[src/rtl/stf_pkg.sv]
`timescale 1ns / 1ps

package stf_pkg;

	// Default buffer size in bytes for each of the two ping-pong halves.
	localparam int unsigned BUFFER_BYTES_DEF = 256;

	// Depth of the command queue between the front and the back.
	localparam int unsigned QUEUE_DEPTH = 4;

	// Stream widths, padded to whole bytes.
	localparam int unsigned IN_TDATA_W  = 24;
	localparam int unsigned OUT_TDATA_W = 88;

	// Configuration register indexes.
	localparam logic [1:0] REG_START_CODE  = 2'd0;
	localparam logic [1:0] REG_END_CODE    = 2'd1;
	localparam logic [1:0] REG_ESCAPE_CODE = 2'd2;

	// Reset values of the configuration registers.
	localparam logic [7:0] START_CODE_RST  = 8'h02;
	localparam logic [7:0] END_CODE_RST    = 8'h03;
	localparam logic [7:0] ESCAPE_CODE_RST = 8'h1B;

	// Offset that is added to a special code when it is stuffed.
	localparam logic [7:0] STUFF_OFFSET = 8'h80;

	// Input opcodes.
	localparam logic OP_RX_BYTE = 1'b0;
	localparam logic OP_READ    = 1'b1;

	// Result event kinds.
	localparam logic [2:0] EV_DELIVERED  = 3'd0;
	localparam logic [2:0] EV_REFUSED    = 3'd1;
	localparam logic [2:0] EV_OVERFLOW   = 3'd2;
	localparam logic [2:0] EV_BAD_ESCAPE = 3'd3;
	localparam logic [2:0] EV_READ       = 3'd4;

	typedef enum logic [1:0] {
		CMD_WRITE,
		CMD_READ,
		CMD_EVENT
	} cmd_op_t;

	// One command from the front to the back. The store address travels
	// beside it, since its width follows the buffer size.
	typedef struct packed {
		cmd_op_t    op;
		logic [2:0] kind;
		logic       buf_sel;
		logic [8:0] len;
		logic       in_range;
		logic [7:0] data;
	} cmd_t;

endpackage

[src/rtl/stf_queue.sv]
`timescale 1ns / 1ps

module stf_queue #(
	parameter int unsigned WIDTH = 8,
	parameter int unsigned DEPTH = stf_pkg::QUEUE_DEPTH
) (
	input  logic             clk,
	input  logic             arst_n,
	input  logic             in_valid,
	output logic             in_ready,
	input  logic [WIDTH-1:0] in_data,
	output logic             out_valid,
	input  logic             out_ready,
	output logic [WIDTH-1:0] out_data
);
	localparam int unsigned PW = (DEPTH > 1) ? $clog2(DEPTH) : 1;
	localparam int unsigned NW = $clog2(DEPTH + 1);

	logic [WIDTH-1:0] entry_q [DEPTH];
	logic [PW-1:0]    wr_ptr_q, rd_ptr_q;
	logic [NW-1:0]    count_q;
	logic             push, pop;

	assign in_ready  = (count_q != NW'(DEPTH));
	assign out_valid = (count_q != '0);
	assign out_data  = entry_q[rd_ptr_q];
	assign push      = in_valid && in_ready;
	assign pop       = out_valid && out_ready;

	always_ff @(posedge clk) begin
		if (push) begin
			entry_q[wr_ptr_q] <= in_data;
		end
	end

	always_ff @(posedge clk or negedge arst_n) begin
		if (!arst_n) begin
			wr_ptr_q <= '0;
			rd_ptr_q <= '0;
			count_q  <= '0;
		end else begin
			if (push) begin
				wr_ptr_q <= (wr_ptr_q == PW'(DEPTH - 1)) ? '0 : wr_ptr_q + PW'(1);
			end
			if (pop) begin
				rd_ptr_q <= (rd_ptr_q == PW'(DEPTH - 1)) ? '0 : rd_ptr_q + PW'(1);
			end
			if (push && !pop) begin
				count_q <= count_q + NW'(1);
			end else if (pop && !push) begin
				count_q <= count_q - NW'(1);
			end
		end
	end

endmodule

[config.mk]
export PLATFORM = sky130hd
export DESIGN_NAME = stf_queue
export DESIGN_NICKNAME = d
export VERILOG_FILES = /design/src/rtl/stf_pkg.sv /design/src/rtl/stf_queue.sv
export SDC_FILE = /design/constraint.sdc
export NUM_CORES = 1
export LEC_CHECK = 0
export BUFFER_PORTS_ARGS = -buffer_cell sky130_fd_sc_hd__buf_2
export CORE_MARGIN = 10
export CORE_UTILIZATION = 55
export DETAILED_ROUTE_END_ITERATION = 10
export PLACE_DENSITY = 0.81
export SETUP_SLACK_MARGIN = 0.3
export SYNTH_ARGS = -nofsm -noshare
export SYNTH_HDL_FRONTEND = slang
export SYNTH_SLANG_ARGS = --single-unit
[constraint.sdc]
create_clock -name clk -period 2.69 [get_ports clk]
set_clock_uncertainty 0.1 [all_clocks]
set_input_delay 0.4035 -clock clk [delete_from_list [all_inputs] [get_ports clk]]
set_output_delay 0.4035 -clock clk [all_outputs]
set_load 0.01 [all_outputs]
Yosys cells after proc, flatten, opt, wreduce, memory -nomap -nowiden
Memory sizes are Yosys's and may differ from the RTL's.
Cells that the tools add are included.
{ "classes": {"n_eq_ne": 3, "reduce_logical": 8, "n_mux": 6, "n_addsub": 4} }
{ "op_table": {"columns": ["op", "n"], "rows": [
  ["3-bit 2-to-1 mux", 2],
  ["2-bit by 1-bit adder with 2-bit output, second input constant", 2],
  ["2-bit == test, second input constant", 2],
  ["1-bit logical AND", 4],
  ["2-bit 2-to-1 mux", 2],
  ["3-bit by 1-bit adder with 3-bit output, second input constant", 1],
  ["3-bit inequality test, second input constant", 1],
  ["3-bit nonzero test", 1],
  ["3-bit by 1-bit subtractor with 3-bit output, second input constant", 1],
  ["1-bit logical NOT", 2],
  ["1-bit 2-to-1 mux", 2],
  ["2-bit nonzero test", 1]
]} }
{ "word_totals": {"output_inout_bits": 10, "reg_bits": 7, "mem_count": 1, "ramBits": 32} }
{ "mem_list": {"columns": ["name", "depth", "width", "rd", "rd_clocked_by_memory_dff", "wr", "line", "text"], "rows": [
  ["entry_q", 4, 8, 1, 0, 1, "stf_queue.sv:19", "logic [WIDTH-1:0] entry_q [DEPTH];"]
]} }

Depth between registers and ports, before layout
{ "depth": {"word_depth": 6, "mapped_depth": 8, "depth_no_buf": 8} }

Worst setup path before layout
Ideal clock, no wire load.
{ "synth_path": {"path_kind": "reg-to-reg", "startpoint": "reg count_q[0]", "endpoint": "reg count_q[2]", "period_less_slack_ns": 2.198, "required_ns": 2.511, "path_slack_ns": 0.492, "arrival_ns": 2.019, "stages_incl_launch_ff": 9, "setup_ns": 0.079, "path_cell_list": "dfrtp_1 or3_2 nand2_1 ha_1 inv_1 fa_1 xor2_1 nor2_1 xor2_1"} }
{ "synth_via": {"elab_chain_len": 5, "word_cells_on_any_way": 13, "classes_between": "add/sub: 2; eq/ne: 1; mux: 2; reduce/logical: 8"} }
{ "synth_rtl": {"columns": ["item", "line", "text"], "rows": [
  ["start, declared", "stf_queue.sv:21", "logic [NW-1:0] count_q;"],
  ["start signal, assigned", "stf_queue.sv:49", "count_q <= count_q + NW'(1);"],
  ["start signal, assigned", "stf_queue.sv:51", "count_q <= count_q - NW'(1);"],
  ["3-bit nonzero test *", "stf_queue.sv:25", "assign out_valid = (count_q != '0);"],
  ["via out_valid", "stf_queue.sv:12", "output logic out_valid,"],
  ["1-bit logical AND *", "stf_queue.sv:28", "assign pop = out_valid && out_ready;"],
  ["1-bit logical NOT", "stf_queue.sv:48", "if (push && !pop) begin"],
  ["1-bit logical AND", "stf_queue.sv:48", null],
  ["3-bit 2-to-1 mux or 2-bit nonzero test (tied branches)", null, null]
]} }
The timed path passes the listed nets; every way through them passes the cells marked *. The select of a mux whose other input is x is not followed.
A chain may end at the register's enable or synchronous reset.

Final worst setup path
{ "layout_path": {"startpoint": "reg count_q[2]", "endpoint": "reg count_q[2]"} }
{ "layout_via": {"elab_chain_len": 5, "word_cells_on_any_way": 13, "classes_between": "add/sub: 2; eq/ne: 1; mux: 2; reduce/logical: 8"} }
{ "layout_rtl": {"columns": ["item"], "rows": [
  ["parallel branches: the longest is 5 deep, another holds 3-bit by 1-bit subtractor with 3-bit output"]
]} }
Parallel ways; which one is timed is not known. The select of a mux whose other input is x is not followed.

==> reports/qor.yml <==
areaGrowthSynthToFinish_pct: 14.9
yosys_warnings: 0
r2r_start: "count_q[2]$_DFFE_PN0P_"
grt_overflow: 0
synth_top_area_cell: "edfxtp_1"
port_buffers: 21
drv_slew: 0
clock-sinks: 39
start_kind: "register"
final-seq-area_sq_mm: 0.00114
drtIter0Drc: 59
leakagePower_uw: 0.000705
relSlewSlack_pct: 70.4
synth_area_leaders: "edfxtp_1 60%, mux4_2 11%, dfrtp_1 11%"
layout_min_cycle_time_ns: 2.26
htreeDepth: 2
cp_max_fo: 3
avgSynthCellArea_sq_um: 20.4
min_delay_path_depth: 1
multiInputGateArea_sq_um: 440
grt_pass1_wl_microns: 4180
end_kind: "register"
tightest_slew_ns: 0.444
initial_core_util_pct: 57.8
synth_seq_area_share_pct: 71.3
r2r_end: "count_q[2]$_DFFE_PN0P_"
critPathKind: "reg -> reg"
ir_drop_mv: 0.812
tritoncts: "yes"
rsz0062_at_grt: "false"
ys_seq_elements: 39
clk_pin_slew_ns: 0.12
cap_violations: 0
root_buffer: "clkbuf_4"
cp_data_arrival_time_ns: 2.44
dpl.hpwl_microns: 1840
die_area_sq_mm: 0.00545
r2r_cells: 8
vias: 778
status: "complete, no violations"
nNetsFinal: 125
setup_viol: 0
drc_errors: 0
place.gp.congestion: 0.739
post-synth-top-area-fraction_pct: 60.3
hold_viol_final: 0
rows: 19
grt_pass1_vias: 860
setup-tns-final_ns: 0
pre_cts_ws_ns: 0.395
antenna_found_initial: 0
wl_per_cell_microns: 19.2
r2r_slack_ns: 0.43
postSynthCellCount: 78
fin_ws_ns: 0.432
nFillCells: 192
drive_above_1_share_pct: 48.6
final.period_utilization_pct: 83.9
cts.path.max_buffers: 2
grt_max_degree: 14
die_x_microns: 73.8
worstHoldStart: "in_data[4]"
die_y_microns: 73.8
routed_via_density: 5.64
clock_latency_ns: 0.34
track_usage_pct: 10.5
synth_area_sq_mm: 0.00159
num_antenna_cells: 0
totalWireLength_microns: 2650
ys_types: 18
dr.pass1.iters: 4
cts_made_buffers: 5
hp-class: "in -> reg"
core_area_sq_mm: 0.00276
power_density_mw_per_mm2: 1080
worstPathRequired_ns: 2.87
holdPathEnd: "entry_q[3][4]$_DFFE_PP_"
pin_count: 22
ant_nets: 0
fmax_ghz: 0.443
postSynthNetCount: 97
==> cells in the final DEF, fill, tap and decap left out, types with 3 or more instances in the layout <==
cell       n
mux2_2     3
dfrtp_1    6
edfxtp_1  32
buf_2     21
and3_2     4
ha_1       6
nor2_1     3
clkbuf_4   5
inv_1      3
mux4_2     8
==> power breakdown <==
group	switching (uW)	internal, uW
Clock	188	196
Sequential	135	818
Combinational	284	361
Total	607	1370
==> final cells by class <==
| type | count | area share, % |
|---|---|---|
| clock buffers | 5 | 2.05 |
| clock inverters | 3 | 2.39 |
| inverters | 3 | 0.615 |
| multi-input cells | 34 | 24.0 |
| flip-flops and latches | 39 | 62.1 |
| well taps | 31 | 2.12 |
| repair buffers | 23 | 6.69 |
==> Yosys cell counts (all sizes together) <==
master  count
and2        1
and3        4
buf         2
dfrtp       7
edfxtp     32
fa          1
ha          6
inv         3
mux2        5
mux4        8
nand2       1
nor2        3
or3         1
or3b        1
xnor2       1
xor2        2
==> worst max path at each step <==
stage	start	to	slack, ns	depth (start not counted)
2_1_floorplan	count_q[0]$_DFFE_PN0P_	count_q[2]$_DFFE_PN0P_	0.49	8
3_3_place_gp	count_q[0]$_DFFE_PN0P_	count_q[2]$_DFFE_PN0P_	0.46	8
3_5_place_dp	count_q[0]$_DFFE_PN0P_	count_q[2]$_DFFE_PN0P_	0.39	8
4_1_cts	rd_ptr_q[0]$_DFFE_PN0P_	out_data[6]	0.31	2
5_1_grt	count_q[2]$_DFFE_PN0P_	count_q[2]$_DFFE_PN0P_	0.29	8
6_report	count_q[2]$_DFFE_PN0P_	count_q[2]$_DFFE_PN0P_	0.43	8
==> flip-flops by register name (all words and copies together) (netlist names) <==
signal,flops
count_q,3
entry_q,32
rd_ptr_q,2
wr_ptr_q,2
==> logic make-up after synthesis <==
kind of cell             synth area share (%)
flip-flops                               71.3
multiplexers                             15.3
buffers and inverters                    1.26
adder cells (fa/ha/maj)                  5.97
XOR/XNOR                                 1.65
AND/OR/NAND/NOR                          4.55
==> routing by layer <==
| metal | global-route usage, % | share of wire (%) | vias to the layer above |
|---|---|---|---|
| met3 | 4.31 | 4.8 | 4 |
| met4 | 5.80 | 1.4 | 0 |
| met2 | 16.6 | 52 | 21 |
| met5 | 0 | 0 | - |
| met1 | 11.9 | 42 | 395 |
| li1 | - | - | 358 |
==> worst max-delay path, cell delays in order (launching register included) <==
cell	delay, ns
dfrtp_1	0.43
or3_2	0.51
nand2_2	0.12
ha_1	0.19
inv_1	0.06
fa_1	0.37
xor2_1	0.15
nor2_1	0.11
xor2_1	0.14
==> metrics by stage <==
stage	cell area, sq um	instances	hold WS, ns	util (%)	total power, uW
final	1830	138	0.172	66.4	1980
after global routing	1830	138	0.152	66.4	2110
after CTS	1820	137	0.158	66.0	1990
after detailed placement	1730	128	0.149	62.7	1610
after global placement	1730	128	0.145	62.7	1580
after floorplan	1590	78	0.00791	-	1390
==> what timing repair did <==
action / 4_1_cts / 5_1_grt
hold buffers: 1 / 0
gates resized for setup: 0 / 2
setup endpoints to repair: 0 / 9
hold endpoints to repair: 7 / 0
buffers inserted: 0 / 1
(Power assumes the default switching activity.)
