$ cat config.mk
export PLATFORM = sky130hd
export DESIGN_NAME = stf_front
export DESIGN_NICKNAME = d
export VERILOG_FILES = /design/src/rtl/stf_pkg.sv /design/src/rtl/stf_front.sv
export SDC_FILE = /design/constraint.sdc
export NUM_CORES = 1
export LEC_CHECK = 0
export BUFFER_PORTS_ARGS = -buffer_cell sky130_fd_sc_hd__buf_2
export CAP_MARGIN = 20
export CORE_ASPECT_RATIO = 0.9
export CORE_MARGIN = 2
export CORE_UTILIZATION = 37
export DETAILED_ROUTE_END_ITERATION = 8
export SYNTH_ARGS = -nofsm -noshare
export SYNTH_HDL_FRONTEND = slang
export SYNTH_SLANG_ARGS = --single-unit
$ cat constraint.sdc
create_clock -name clk -period 1.72 [get_ports clk]
set_input_delay 0 -clock clk [delete_from_list [all_inputs] [get_ports clk]]
set_output_delay 0 -clock clk [all_outputs]
set_load 0.005 [all_outputs]
$ cat src/rtl/stf_pkg.sv
`timescale 1ns / 1ps

package stf_pkg;

	// Default buffer size in bytes for each of the two ping-pong halves.
	localparam int unsigned BUFFER_BYTES_DEF = 256;

	// Depth of the command queue between the front and the back.
	localparam int unsigned QUEUE_DEPTH = 4;

	// Stream widths, padded to whole bytes.
	localparam int unsigned IN_TDATA_W  = 24;
	localparam int unsigned OUT_TDATA_W = 88;

	// Configuration register indexes.
	localparam logic [1:0] REG_START_CODE  = 2'd0;
	localparam logic [1:0] REG_END_CODE    = 2'd1;
	localparam logic [1:0] REG_ESCAPE_CODE = 2'd2;

	// Reset values of the configuration registers.
	localparam logic [7:0] START_CODE_RST  = 8'h02;
	localparam logic [7:0] END_CODE_RST    = 8'h03;
	localparam logic [7:0] ESCAPE_CODE_RST = 8'h1B;

	// Offset that is added to a special code when it is stuffed.
	localparam logic [7:0] STUFF_OFFSET = 8'h80;

	// Input opcodes.
	localparam logic OP_RX_BYTE = 1'b0;
	localparam logic OP_READ    = 1'b1;

	// Result event kinds.
	localparam logic [2:0] EV_DELIVERED  = 3'd0;
	localparam logic [2:0] EV_REFUSED    = 3'd1;
	localparam logic [2:0] EV_OVERFLOW   = 3'd2;
	localparam logic [2:0] EV_BAD_ESCAPE = 3'd3;
	localparam logic [2:0] EV_READ       = 3'd4;

	typedef enum logic [1:0] {
		CMD_WRITE,
		CMD_READ,
		CMD_EVENT
	} cmd_op_t;

	// One command from the front to the back. The store address travels
	// beside it, since its width follows the buffer size.
	typedef struct packed {
		cmd_op_t    op;
		logic [2:0] kind;
		logic       buf_sel;
		logic [8:0] len;
		logic       in_range;
		logic [7:0] data;
	} cmd_t;

endpackage

$ cat src/rtl/stf_front.sv
`timescale 1ns / 1ps

module stf_front #(
	parameter int unsigned BUFFER_BYTES = stf_pkg::BUFFER_BYTES_DEF,
	parameter int unsigned MAW          = $clog2(2 * BUFFER_BYTES)
) (
	input  logic                           clk,
	input  logic                           arst_n,
	input  logic                           cfg_we,
	input  logic [1:0]                     cfg_index,
	input  logic [7:0]                     cfg_data,
	input  logic                           in_valid,
	output logic                           in_ready,
	input  logic                           opcode,
	input  logic [7:0]                     rx_byte,
	input  logic                           sink_accepts,
	input  logic                           read_buffer,
	input  logic [7:0]                     read_index,
	output logic                           cmd_valid,
	input  logic                           cmd_ready,
	output stf_pkg::cmd_t                  cmd,
	output logic [MAW-1:0]                 cmd_addr
);
	import stf_pkg::*;

	localparam int unsigned FW = $clog2(BUFFER_BYTES + 1);
	localparam int unsigned CW = (FW > 8) ? FW : 8;

	typedef enum logic [1:0] {
		HUNT,
		RECV,
		ESC
	} mode_t;

	mode_t          mode_q, mode_d;
	logic           active_q, active_d;
	logic [FW-1:0]  fill_q, fill_d;
	logic [7:0]     start_q, end_q, esc_q;

	logic           accept;
	logic           push;
	logic           full;
	logic [7:0]     unstuffed;
	logic           is_code;
	logic [FW-1:0]  frame_len;
	logic [MAW-1:0] wr_addr;
	logic [MAW-1:0] rd_addr;

	assign in_ready  = cmd_ready;
	assign accept    = in_valid && in_ready;
	assign cmd_valid = in_valid && push;

	assign full      = (fill_q == FW'(BUFFER_BYTES));
	assign unstuffed = rx_byte - STUFF_OFFSET;
	assign is_code   = rx_byte[7] &&
		((unstuffed == esc_q) || (unstuffed == start_q) || (unstuffed == end_q));
	assign frame_len = (fill_q >= FW'(2)) ? (fill_q - FW'(2)) : '0;
	assign wr_addr   = MAW'(fill_q) + (active_q ? MAW'(BUFFER_BYTES) : '0);
	assign rd_addr   = MAW'(read_index) + (read_buffer ? MAW'(BUFFER_BYTES) : '0);

	always_comb begin
		mode_d       = mode_q;
		active_d     = active_q;
		fill_d       = fill_q;
		push         = 1'b0;
		cmd.op       = CMD_EVENT;
		cmd.kind     = EV_DELIVERED;
		cmd.buf_sel  = active_q;
		cmd.len      = '0;
		cmd.in_range = 1'b0;
		cmd.data     = rx_byte;
		cmd_addr     = wr_addr;
		if (opcode == OP_READ) begin
			push         = 1'b1;
			cmd.op       = CMD_READ;
			cmd.kind     = EV_READ;
			cmd.buf_sel  = read_buffer;
			cmd.in_range = (CW'(read_index) < CW'(BUFFER_BYTES));
			cmd_addr     = rd_addr;
		end else begin
			case (mode_q)
				RECV: begin
					if (rx_byte == esc_q) begin
						mode_d = ESC;
					end else if (rx_byte == end_q) begin
						push     = 1'b1;
						cmd.kind = sink_accepts ? EV_DELIVERED : EV_REFUSED;
						cmd.len  = 9'(frame_len);
						fill_d   = '0;
						mode_d   = HUNT;
						if (sink_accepts) begin
							active_d = ~active_q;
						end
					end else if (full) begin
						push     = 1'b1;
						cmd.kind = EV_OVERFLOW;
						fill_d   = '0;
						mode_d   = HUNT;
					end else begin
						push   = 1'b1;
						cmd.op = CMD_WRITE;
						fill_d = fill_q + FW'(1);
					end
				end
				ESC: begin
					if (!is_code) begin
						push     = 1'b1;
						cmd.kind = EV_BAD_ESCAPE;
						fill_d   = '0;
						mode_d   = HUNT;
					end else if (full) begin
						push     = 1'b1;
						cmd.kind = EV_OVERFLOW;
						fill_d   = '0;
						mode_d   = HUNT;
					end else begin
						push     = 1'b1;
						cmd.op   = CMD_WRITE;
						cmd.data = unstuffed;
						fill_d   = fill_q + FW'(1);
						mode_d   = RECV;
					end
				end
				default: begin
					mode_d = (rx_byte == start_q) ? RECV : HUNT;
				end
			endcase
		end
	end

	always_ff @(posedge clk or negedge arst_n) begin
		if (!arst_n) begin
			mode_q   <= HUNT;
			active_q <= 1'b0;
			fill_q   <= '0;
			start_q  <= START_CODE_RST;
			end_q    <= END_CODE_RST;
			esc_q    <= ESCAPE_CODE_RST;
		end else begin
			if (accept) begin
				mode_q   <= mode_d;
				active_q <= active_d;
				fill_q   <= fill_d;
			end
			if (cfg_we) begin
				case (cfg_index)
					REG_START_CODE:  start_q <= cfg_data;
					REG_END_CODE:    end_q   <= cfg_data;
					REG_ESCAPE_CODE: esc_q   <= cfg_data;
					default: ;
				endcase
			end
		end
	end

endmodule

After elaboration in Yosys (flattened, before gate mapping) --
Cells that the tools add are included.
Operators by class: add/subtract/negate cells 5, magnitude comparators 1, equal/unequal tests 13, mux-type cells 39, bitwise gates (word level) 3, reduce and logical (&&, ||, !) cells 13
Operators by type and width (count):
- 2-to-1 mux 9 bit | 12
- == test 8 bit | 6
- 2-to-1 mux 8 bit | 4
- 2-to-1 mux 2 bit | 9
- case mux 9 bit (2 select lines) | 1
- 2-to-1 mux 5 bit | 2
- case mux 5 bit (2 select lines) | 1
- adder 8 x 9 -> 9 bit | 1
- adder 9 x 1 -> 9 bit (second input constant) | 1
- adder 9 bit | 1
- == test 9 bit (second input constant) | 1
- greater-or-equal comparator 9 x 2 -> 1 bit (second input constant) | 1
- subtractor 9 x 2 -> 9 bit (second input constant) | 1
- 2-to-1 mux 1 bit | 8
- subtractor 8 bit (second input constant) | 1
- AND reduction 2 bit | 3
- AND reduction 6 bit | 1
- == test 2 x 1 -> 1 bit (second input constant) | 2
- == test 2 bit (second input constant) | 2
- != test 4 bit (second input constant) | 1
- case mux 2 bit (2 select lines) | 1
- AND reduction 4 bit | 1
- logical AND 1 bit | 3
- NOT 1 bit | 3
- other kinds (6) | 7
Word-level totals: flip-flop bits (word level) 36, input bits 34, output and inout port bits 35, word-level logic and storage cells 80

Longest topological paths before layout --
Gate-level depths: netlist of run 1.
depth in word-level cells 8, mapped depth 8, gate-level depth less buffers 7

Worst setup path before layout of run 1 --
Ideal clock, no wire load.
path kind register to register, start point reg fill_q[5], end point reg fill_q[2], library setup time 0.137 ns, arrival time 1.677 ns, data required time 1.583 ns, slack -0.094 ns, stages on the path, launching flop included 8, path buffers 2, clock period less this slack 1.814 ns, cells stage by stage dfrtp_1 -> buf_2 -> nor4_2 -> nand4_1 -> and3_1 -> buf_2 -> o2111ai_1 -> o311ai_1
Between the ends: longest elaborated chain between the ends 5, elaborated cells between the ends (all ways) 6, classes of those cells eq/ne (1); mux (5)
RTL lines:
- start: declaration | RTL line stf_front.sv:37 | logic [FW-1:0] fill_q, fill_d;
- start signal: assignment | RTL line stf_front.sv:143 | fill_q <= fill_d;
- == test 9 bit * | RTL line stf_front.sv:53 | assign full = (fill_q == FW'(BUFFER_BYTES));
- 2-to-1 mux 9 bit * | RTL line stf_front.sv:94, stf_front.sv:111
- 2-to-1 mux 9 bit | RTL line stf_front.sv:85 | end else if (rx_byte == end_q) begin
- 2-to-1 mux 9 bit | RTL line stf_front.sv:83 | if (rx_byte == esc_q) begin
- case mux 9 bit (2 select lines) * | RTL line stf_front.sv:81 | case (mode_q)
Every way passes the cells marked *; elsewhere a longest branch is shown, timed or not. The select of a mux whose other input is x is not followed. A chain may end at the register's enable or synchronous reset.

==> results of run 1 <==
## report_power, final
part           switching [mW]  total, mW  internal, mW  leakage [nW]
clock                   0.323      0.611         0.288        0.0414
combinational           0.494       1.01         0.515          1.14
sequential              0.114       1.12          1.01         0.402
## cells by family (layout without fill, tap and decap cells)
| group | Yosys count | in the layout |
|---|---|---|
| DFF | 36 | 36 |
| and+or+nand+nor | 81 | 82 |
| adders and majority gates | 7 | 7 |
| muxes | 31 | 31 |
| buffers and inverters | 31 | 131 |
| AOI/OAI and AO/OA | 44 | 44 |
| xor gates and xnor gates | 31 | 31 |
## cells in the final DEF (no fill, tap or decap), types with 6 or more instances in the layout
| master | synthesis | final |
|---|---|---|
| dfstp_2 | 7 | 7 |
| o211ai_1 | 6 | 6 |
| dfrtp_1 | 29 | 29 |
| inv_1 | 9 | 9 |
| dlygate4sd3_1 | 0 | 10 |
| buf_2 | 3 | 68 |
| buf_4 | 12 | 32 |
| ha_1 | 7 | 7 |
| nand2_1 | 25 | 23 |
| xnor2_1 | 17 | 13 |
| o21ai_0 | 9 | 6 |
| nor2_1 | 18 | 13 |
| mux2_2 | 30 | 29 |
| xor2_1 | 14 | 14 |
## worst register-to-register path, delay by kind of cell (launching register included)
kind / cells / cell delay, ns
compound gates: 2 / 0.47
simple gates: 3 / 0.58
flops: 1 / 0.54
buf+inv: 1 / 0.13
xor+xnor: 1 / 0.17
## final timing paths
| path | from | to | slack, ns | depth (start not counted) |
|---|---|---|---|---|
| max reg2reg | end_q[0]$_DFFE_PN1P_ | fill_q[4]$_DFFE_PN0P_ | -0.30 | 7 |
| max in group asynchronous | arst_n | fill_q[1]$_DFFE_PN0P_ | 0.86 | 2 |
| min in group asynchronous | arst_n | end_q[2]$_DFFE_PN0P_ | 0.34 | 2 |
| max | end_q[6]$_DFFE_PN0P_ | cmd[19] | -0.40 | 9 |
| min | cfg_index[0] | start_q[2]$_DFFE_PN0P_ | 0.11 | 3 |
| min reg2reg | active_q$_DFFE_PN0P_ | active_q$_DFFE_PN0P_ | 0.52 | 1 |
## flip-flops by register name, indices dropped and copies added (netlist names)
signal and cells:
active_q 1, end_q 8, esc_q 8, fill_q 9
mode_q 2, start_q 8
## through the flow
stage	hold slack [ns]	instance area (um2)	instances	power (mW)
floorplan	-0.296	2560	261	1.69
global route	0.113	3510	452	2.93
global placement	0.136	3090	426	2.02
detailed placement	0.152	3090	426	2.04
CTS	0.104	3420	448	2.72
finish	0.109	3510	452	2.74
## repair_timing
action,in CTS,in global routing
hold buffers,10,0
pin swaps,22,13
setup endpoints to repair,26,26
buffers inserted,4,3
cloned,0,1
gates resized for setup,28,13
endpoints found under the hold margin,54,0
## Yosys cell counts, types with 5 or more instances
cell type | n | area share
o211ai_1 | 6 | 0.018
nor3_1 | 7 | 0.014
ha_1 | 7 | 0.034
o21ai_0 | 9 | 0.018
xnor2_1 | 17 | 0.058
dfrtp_1 | 29 | 0.28
nand4_1 | 5 | 0.012
a21oi_1 | 6 | 0.012
xor2_1 | 14 | 0.048
buf_4 | 12 | 0.035
mux2_2 | 30 | 0.13
dfstp_2 | 7 | 0.072
nor2_1 | 18 | 0.026
clkbuf_1 | 5 | 0.0074
inv_1 | 9 | 0.013
nand2_1 | 25 | 0.037
## final cells by class
type,instances,share of cell area
timing repair buffer,114,0.207
inverter,9,0.00963
tap,90,0.0321
multi-input combinational,195,0.467
sequential,36,0.259
clock buffer,6,0.0207
clock inverter,2,0.00464
## metal layers
metal,vias up,global-route usage
met5,-,0
met1,1101,0.243
met2,53,0.304
li1,1116,-
met3,6,0.0316
met4,0,0.0409
==> qor.yml, run 1 <==
run_status:
  run_status: "finished, violations left"
  violations: "setup timing"
logic_synthesis:
  synthMuxAreaShare: 0.136
  synth-compound-area-share: 0.128
  synth_seq_cells: 36
  synthArstFlopShare: 1.00
  syn_inst: 261
  ys_warn_count: 0
  synth_edf_count: 0
  synth_cell_types: 49
  synth_top_family_by_area: "simple AND/OR/NAND/NOR gates"
  synth_nets: 302
  ys.flop_type: "dfrtp_1"
  synth-xor-area-share: 0.106
  synth-simple-area-share: 0.170
  postSynthAreaPerCell_um2: 9.77
  synth_adder_area_share: 0.0343
  yosysSeqAreaShare: 0.357
  syn_area_um2: 2550
routing:
  highest_layer: "met4"
  routed_via_density: 5.04
  drtIter0Drc: 95
  vias: 2276
  drc: 0
  ant_nets: 0
  post_drt_wl_per_cell_um: 14.6
  wl_met2_um: 3120
  met3_length_um: 255
  drt-total-wl_um: 6610
  firstDrtPassIters: 4
  m1WireLength_um: 3180
worst_setup_path:
  end_kind: "output port"
  worstPathArrival_ns: 2.12
  startpoint_type: "flop"
  crit_type: "flop to output port"
  path_buf_inv: 3
  cp_top_family: "simple AND/OR/NAND/NOR gates"
  worstPathRequired_ns: 1.72
  path_cells: "xor2_1 -> nor4_2 -> nand4_1 -> buf_4 -> buf_6 -> nor3_2 -> a21oi_1 -> nor3_1 -> buf_2"
  slowest_stage: "dfrtp_1"
  slowest_delay_ns: 0.39
  worst-path-max-fanout: 2
clock_tree:
  clock_sinks: 36
  cts_buffer_depth: 2
  htreeDepth: 2
  clk_pin_slew_ns: 0.08
  clk_latency_ns: 0.29
  cts_tree: "done"
  root_buffer: "clkbuf_8"
  cts_made_buffers: 5
cells_and_area:
  seq_area_um2: 910
  final_layout_size_suffix_gt1_frac: 0.528
  multi_input_area_um2: 1640
  diodes: 0
  nFillCells: 611
  layout.nets: 402
  fin_util: 0.530
  area_growth_syn_to_layout_pct: 37.5
global_route:
  antenna_found_initial: 0
  grt_max_degree: 37
  overflow: 0
  grt_pass1_wl_um: 10800
  track_usage: 0.180
  first_global_vias: 2238
floorplan:
  die-area_um2: 7580
  ios: 69
  die_x_um: 91.5
  row_count: 28
  die_h_um: 82.8
  coreArea_um2: 6620
  start_util: 0.385
min_path:
  hp-class: "input pin to flop"
sta:
  period_minus_slack_ns: 2.12
  worst_pin_slew_ns: 0.823
  slew_violations: 0
  finalWorstSetupSlack_ns: -0.404
  max_slew_margin: 0.451
  tns_ns: -7.52
  worst_clock_skew_ns: 0.0106
  finalCritPeriodShare: 1.24
  fmax_mhz: 471
  setup_viol: 26
  hold_viol_final: 0
  rsz0062_at_grt: "true"
placement:
  hpwl_um: 4910
  post-place-ws_ns: -0.219
  globalplace.congestion: 0.832
  io_buffers: 68
pwr:
  power_density_nw_per_um2: 782
  ir_worst_vdd_uv: 459
  power_leakage_nw: 1.58
flow_run:
  max_cap_viol_count: 0
No activity file was read; power rests on OpenSTA's default activity.
==> run 2, diff against run 1 <==
==> constraint.sdc (replaced) <==
create_clock -name clk -period 2.4 [get_ports clk]
set_input_delay 0 -clock clk [delete_from_list [all_inputs] [get_ports clk]]
set_output_delay 0 -clock clk [all_outputs]
set_load 0.005 [all_outputs]
==> run 2 against run 1 <==
Effect of this change:
- the run now ends clean
- clock skew decreased by 0.0057 ns
- via count shrank 6.4%
- non-clock buffer count shrank 35
- clock-buffer cell count is 1 higher
- critical path depth down 4
- critical path type unchanged
==> qor.yml, run 2 (synthesis results as in run 1) <==
min_path:
  hp-class: "input pin to flop"
pwr:
  power_density_nw_per_um2: 601
  ir_worst_vdd_uv: 197
  power_leakage_nw: 1.35
cells_and_area:
  final_common_cell: "buf_2"
  largest_reg_flops: 9
  largest-register: "fill_q"
  area_growth_syn_to_layout_pct: 20.5
  nFillCells: 632
  layout.nets: 366
  diodes: 0
  final_layout_size_suffix_gt1_frac: 0.393
  final_cell_mix: "68 x buf_2, 30 x mux2_2, 29 x dfrtp_1, 25 x nand2_1, 18 x nor2_1"
floorplan:
  ios: 69
  die_h_um: 82.8
  coreArea_um2: 6620
  start_util: 0.385
  row_count: 28
  die_x_um: 91.5
  die-area_um2: 7580
sta:
  period_minus_slack_ns: 2.25
  worst_clock_skew_ns: 0.00497
  setup_viol: 0
  worst_pin_slew_ns: 0.801
  finalWorstSetupSlack_ns: 0.148
  hold_slack_ns: 0.138
  rsz0062_at_grt: "false"
  fmax_mhz: 444
  slew_violations: 0
  tns_ns: 0
  hold_viol_final: 0
  max_slew_margin: 0.466
  finalCritPeriodShare: 0.938
global_route:
  overflow: 0
  grt_max_degree: 37
  grt_pass1_wl_um: 9880
  antenna_found_initial: 0
  track_usage: 0.167
  first_global_vias: 1991
routing:
  drc: 0
  routed_via_density: 5.12
  drtIter0Drc: 92
  ant_nets: 0
  post_drt_wl_per_cell_um: 14.7
  vias: 2130
  drt-total-wl_um: 6100
  firstDrtPassIters: 7
placement:
  io_buffers: 68
  post-place-ws_ns: 0.401
  globalplace.congestion: 0.820
  hpwl_um: 4560
clock_tree:
  postCtsSetupRepairBufs: 0
  clk_pin_slew_ns: 0.08
  cts_made_buffers: 5
  htreeDepth: 2
  cts_buffer_depth: 2
  clock_sinks: 36
  cts_tree: "done"
  root_buffer: "clkbuf_8"
  clk_latency_ns: 0.29
worst_setup_path:
  end_kind: "output port"
  worst-path-max-fanout: 10
  startpoint_type: "flop"
  worstPathRequired_ns: 2.40
  worstPathArrival_ns: 2.25
  crit_type: "flop to output port"
run_status:
  run_status: "finished clean"
flow_run:
  max_cap_viol_count: 0
-- run 2: worst max-delay path: stages, from the launching register on --
cell	delay, ns
dfrtp_1	0.50
nor4_2	0.43
nand4_1	0.22
or3_1	0.35
a211oi_1	0.28
buf_2	0.17
-- run 2: path summary, 6_finish.rpt --
kind	from	to	slack, ns	depth (start not counted)
setup / recovery	fill_q[5]$_DFFE_PN0P_	cmd[20]	0.15	5
hold / removal	cmd_ready	active_q$_DFFE_PN0P_	0.14	5
setup reg to reg	esc_q[1]$_DFFE_PN1P_	fill_q[2]$_DFFE_PN0P_	0.28	6
hold reg to reg	active_q$_DFFE_PN0P_	active_q$_DFFE_PN0P_	0.51	1
max in group asynchronous	arst_n	fill_q[1]$_DFFE_PN0P_	1.53	2
min in group asynchronous	arst_n	start_q[2]$_DFFE_PN0P_	0.36	2
-- run 2: what timing repair did --
item,4_1_cts,5_1_grt
gates resized for setup,0,2
hold buffers,10,0
hold endpoints to repair,54,0
setup endpoints to repair,0,10
-- run 2: routing by layer --
| layer | global-route usage | up-vias | wire length [um] |
|---|---|---|---|
| li1 | - | 1042 | - |
| met5 | 0 | - | 0 |
| met3 | 0.0316 | 4 | 214 |
| met2 | 0.261 | 47 | 2720 |
| met4 | 0.0470 | 0 | 46 |
| met1 | 0.238 | 1037 | 3130 |
-- run 2: cell type report --
class | instances | area (um2) | area share
Tap cell | 90 | 113 | 0.0366
Sequential cell | 36 | 910 | 0.296
Timing Repair Buffer | 79 | 448 | 0.146
Clock inverter | 1 | 7.51 | 0.00244
Clock buffer | 7 | 86.3 | 0.0281
Multi-Input combinational cell | 194 | 1480 | 0.480
Inverter | 9 | 33.8 | 0.0110
-- run 2: metrics by stage --
step | total power, mW | cells | util | cell area, um2
detailed placement | 1.38 | 398 | 0.434 | 2870
global placement | 1.37 | 398 | 0.434 | 2870
floorplan | 1.21 | 261 | - | 2550
finish | 1.85 | 416 | 0.464 | 3080
global route | 1.98 | 416 | 0.464 | 3080
CTS | 1.86 | 416 | 0.463 | 3070
-- run 2: report_power, final --
group / internal [mW] / switching, mW
logic: 0.276 / 0.307
registers: 0.721 / 0.0840
clock network: 0.233 / 0.227
total: 1.23 / 0.618
